===== config.mk =====
export PLATFORM = sky130hd
export DESIGN_NAME = mrc_cursor
export DESIGN_NICKNAME = d
export VERILOG_FILES = /design/src/hw/rtl/mrc_pkg.sv /design/src/hw/rtl/mrc_cursor.sv
export SDC_FILE = /design/constraint.sdc
export NUM_CORES = 1
export LEC_CHECK = 0
export ABC_CLOCK_PERIOD_IN_PS = 5800
export BUFFER_PORTS_ARGS = -buffer_cell sky130_fd_sc_hd__buf_2
export CAP_MARGIN = 20
export CORE_MARGIN = 2
export CORE_UTILIZATION = 45
export CTS_CLUSTER_SIZE = 30
export DETAILED_ROUTE_END_ITERATION = 10
export GPL_TIMING_DRIVEN = 0
export PLACE_DENSITY = 0.67
export REMOVE_ABC_BUFFERS = 1
export SYNTH_ARGS = -nofsm -noshare
export SYNTH_HDL_FRONTEND = slang
export SYNTH_SLANG_ARGS = --single-unit

===== constraint.sdc =====
create_clock -name clk_i -period 5.8 [get_ports clk_i]
set_input_delay 0 -clock clk_i [delete_from_list [all_inputs] [get_ports clk_i]]
set_output_delay 0 -clock clk_i [all_outputs]
set_load 0.02 [all_outputs]

===== src/hw/rtl/mrc_pkg.sv =====
// ----------------------------------------------------------------------------
// mrc_pkg
// Shared types and codes of the masked rectangle OR compositor.
// ----------------------------------------------------------------------------
package mrc_pkg;

  typedef enum logic [2:0] {
    MODE_CLEAR = 3'd0,
    MODE_EXCL  = 3'd1,
    MODE_START = 3'd2,
    MODE_BYTE  = 3'd3,
    MODE_READ  = 3'd4
  } mode_e;

  typedef enum logic [2:0] {
    ST_OK       = 3'd0,
    ST_EXCLUDED = 3'd1,
    ST_OOB      = 3'd2,
    ST_NO_PATCH = 3'd3,
    ST_BAD_ID   = 3'd4
  } status_e;

  // configuration register indexes
  localparam logic REG_GRID_WIDTH  = 1'b0;
  localparam logic REG_GRID_HEIGHT = 1'b1;

  localparam logic [6:0] GRID_DIM_RESET = 7'd64;

  // commands into the patch cursor
  typedef struct packed {
    logic       start;
    logic       advance;
    logic       cancel;
    logic [5:0] ox;
    logic [5:0] oy;
    logic [6:0] w;
    logic [6:0] h;
  } cur_cmd_t;

  // current target cell of the active patch
  typedef struct packed {
    logic       active;
    logic       last;
    logic [7:0] col;
    logic [7:0] row;
  } cur_pos_t;

endpackage


===== src/hw/rtl/mrc_cursor.sv =====
// ----------------------------------------------------------------------------
// mrc_cursor
// Active patch rectangle and its row-major write cursor.
// ----------------------------------------------------------------------------
module mrc_cursor import mrc_pkg::*; (
  input  logic     clk_i,
  input  logic     rst_ni,
  input  cur_cmd_t cmd_i,
  output cur_pos_t pos_o
);

  logic [5:0] ox_q, oy_q;
  logic [6:0] w_q, h_q;
  logic [6:0] col_q, row_q;
  logic       active_q;
  logic [7:0] col_nx, row_nx;
  logic       wrap_col, wrap_row;

  assign col_nx   = {1'b0, col_q} + 8'd1;
  assign row_nx   = {1'b0, row_q} + 8'd1;
  assign wrap_col = col_nx >= {1'b0, w_q};
  assign wrap_row = row_nx >= {1'b0, h_q};

  always_ff @(posedge clk_i or negedge rst_ni) begin
    if (!rst_ni) begin
      ox_q     <= '0;
      oy_q     <= '0;
      w_q      <= '0;
      h_q      <= '0;
      col_q    <= '0;
      row_q    <= '0;
      active_q <= 1'b0;
    end else if (cmd_i.cancel) begin
      active_q <= 1'b0;
    end else if (cmd_i.start) begin
      ox_q     <= cmd_i.ox;
      oy_q     <= cmd_i.oy;
      w_q      <= cmd_i.w;
      h_q      <= cmd_i.h;
      col_q    <= '0;
      row_q    <= '0;
      active_q <= 1'b1;
    end else if (cmd_i.advance) begin
      if (wrap_col) begin
        col_q <= '0;
        if (wrap_row) begin
          row_q    <= '0;
          active_q <= 1'b0;
        end else begin
          row_q <= row_nx[6:0];
        end
      end else begin
        col_q <= col_nx[6:0];
      end
    end
  end

  assign pos_o.active = active_q;
  assign pos_o.last   = wrap_col && wrap_row;
  assign pos_o.col    = {2'b00, ox_q} + {1'b0, col_q};
  assign pos_o.row    = {2'b00, oy_q} + {1'b0, row_q};

endmodule


==> impl_metrics.tcl <==
set metrics [dict create \
    skew_ns 0.00310 \
    hold_class "in2reg" \
    setup_violations 0 \
    worstPathArrival_ns 2.81 \
    ys_warn_count 0 \
    antenna_left 0 \
    clkLatencyLatePin_ns 0.29 \
    grt_max_degree 42 \
    rsz0062_at_grt "no" \
    critPathKind "reg2out" \
    fillers 536 \
    viasPerCell 5.10 \
    wire_per_inst_um 12.6 \
    slowest_delay_ns 0.51 \
    place.gp.congestion 0.786 \
    hp-start "cmd_i[26]" \
    ys_ff_latch 41 \
    cts-root-buf "clkbuf_8" \
    cts.sinks 41 \
    clk_path_buf_depth 2 \
    timing.setup.tns_ns 0 \
    grt_pass1_vias 2034 \
    synth-edff-count 0 \
    antenna_cells 0 \
    postSynth.asyncResetShare 1.00 \
    grt_overflow 0 \
    path_buf_inv 2 \
    fmax_mhz 356 \
    io_pins 49 \
    rr_endpoint "row_q[4]" \
    status "finished, final reports clean" \
    gr-usage-all-layers 0.181 \
    maxSlewViolCount 0 \
    total_leakage_power_nw 1.60 \
    relSlewSlack 0.398 \
    r2r_slack_ns 3.04 \
    synth.area.top_cells "dfrtp_1, ha_1, mux2_2, xnor2_1, inv_1" \
    htree_levels 2 \
    die_h_um 80.7 \
    synth_top_area_frac 0.388 \
    place.port_buffers 48 \
    drt_iter0_markers 122 \
    cts_tree "built" \
    crit_top_cell "and3_1" \
    maxCapViolCount 0 \
    fin_crit_ns 2.81 \
    die-area_um2 6510 \
    nets 407 \
    r2r-start "row_q[2]" \
    irDropWorstVdd_v 0.000118 \
    worst_ep_required_time_ns 5.80 \
    cp-end-kind "output port" \
    yosysTopAreaCell "dfrtp_1" \
    rows 27 \
    drc 0 \
    hold_end "active_q" \
    use_met1 0.261 \
    mostFrequentLayoutCells "buf_2, dfrtp_1, inv_1, ha_1, dlygate4sd3_1" \
    clk_pin_slew_worst_paths_ns 0.07 \
    setup_ws_ns 2.99 \
    crit_path_start_kind "flip-flop" \
    critPathTopFamily "simple AND/OR/NAND/NOR gates" \
    grt_pass1_wl_um 9170 \
    grt_use_met2 0.281 \
    syn_inst 273 \
    stdcell_area_um2 3290 \
    ys_types 44 \
    cts_resized 0 \
    area_growth_pct 24.4 \
    core_um2 5610 \
    antenna_found_initial 0 \
    use_met3 0.0236 \
    fin_crit_sh 0.484 \
    routed_wl_um 5260 \
    routed-via-count 2136 \
    powerDensity_nw_per_um2 248 \
    ys.flop_type "dfrtp_1" \
    first_pass_iters 4 \
    initial_core_util 0.472 \
    crit_fanout 8 \
    reg2reg_depth 10 \
    cts_buffers 5 \
    grt_most_used_layer "met2" \
    hold_viol 0 \
    whs_path_depth 2 \
    die_w_um 80.7 \
    synthesis.area_um2 2650 \
    preCtsSetupSlack_ns 3.08 \
    tightest_slew_ns 0.903 \
    final_layout_size_suffix_gt1_frac 0.210 \
    final_common_cell "buf_2" \
    path_cells "nand3_1, inv_1, and3_1, xor2_1, ha_1, a21o_1, a21oi_1, and3_1, nor2_1, buf_2" \
    post_dp_cell_area_um2 2930 \
    ctsHoldBuffers 28 \
    place_hpwl_um 3800 \
    slowest_stage "dfrtp_1" \
    syn_avg_cell_area_um2 9.69 \
    ys_seq_area_frac 0.388 \
    cts_setup_buffers 0 \
]
==> cells in the mapped netlist, types with 4 or more instances <==
library cell / count
xnor2_1: 14
a21o_1: 7
nor3_1: 4
a21oi_1: 10
dfrtp_1: 41
ha_1: 28
inv_1: 28
nor2_1: 9
o21ai_0: 21
nand2_1: 24
o21a_1: 8
nand3_1: 7
mux2_2: 12
clkbuf_1: 5
nor2b_1: 4
and3_1: 5
xor2_1: 4
==> worst register-to-register path: stages, from the launching register on <==
cell     delay [ns]
dfrtp_1        0.51
nand3_1        0.26
inv_1          0.12
and3_1         0.17
xor2_1         0.20
ha_1           0.28
a21o_1         0.18
a21oi_1        0.16
and3_1         0.35
and4_1         0.31
a22o_1         0.15
==> per-stage QoR <==
| step | hold WS [ns] | util | instances | power [W] |
|---|---|---|---|---|
| 2_1_floorplan | -0.296 | - | 263 | 0.000546 |
| 4_1_cts | 0.00677 | 0.587 | 419 | 0.000826 |
| 5_1_grt | 0.0366 | 0.587 | 419 | 0.000873 |
| 3_5_place_dp | 0.191 | 0.523 | 383 | 0.000630 |
| 3_3_place_gp | 0.195 | 0.521 | 383 | 0.000622 |
| 6_report | 0.00798 | 0.587 | 419 | 0.000814 |
==> worst max-delay path by stage <==
stage,start,end,slack [ns],cells after the start
floorplan,row_q[2],row_q[6],3.51,10
global placement,cmd_i[28],oy_q[4],2.80,4
detailed placement,row_q[2],row_q[4],3.08,10
CTS,row_q[2],pos_o[16],3.02,10
global route,row_q[2],pos_o[16],2.76,10
finish,row_q[2],pos_o[16],2.99,10
==> layout make-up <==
cell class                 count  area [um^2]  area share
inverter                      29          109      0.0331
sequential                    41         1030       0.312
tap                           72         90.1      0.0274
clock buffer                   8         80.1      0.0243
multi-input combinational    193         1470       0.445
timing repair buffer          76          520       0.158
==> power by group <==
group,leakage [nW],switching [W],internal (W)
Combinational,1.04,0.000157,0.000127
Sequential,0.518,0.0000318,0.000320
Clock,0.0395,0.0000928,0.0000855
Total,1.60,0.000282,0.000533
==> layer usage <==
metal,part of all wire,routed length (um)
met1,0.52,2740
met2,0.43,2280
met3,0.034,178
met4,0.013,66
met5,0,0
==> kinds of logic after synthesis <==
kind of cell               after synthesis  synth area share
adders and majority gates               30             0.148
and+or+nand+nor                         64             0.123
xor gates and xnor gates                18            0.0596
AOI/OAI and AO/OA                       68             0.167
buffers and inverters                   39            0.0610
muxes                                   13            0.0549
DFF                                     41             0.388
==> sequential cells by signal (all words and copies together), names as in the netlist <==
register	count
row_q	7
ox_q	6
h_q	7
w_q	7
active_q	1
col_q	7
oy_q	6
No activity file was read; power rests on OpenSTA's default activity.
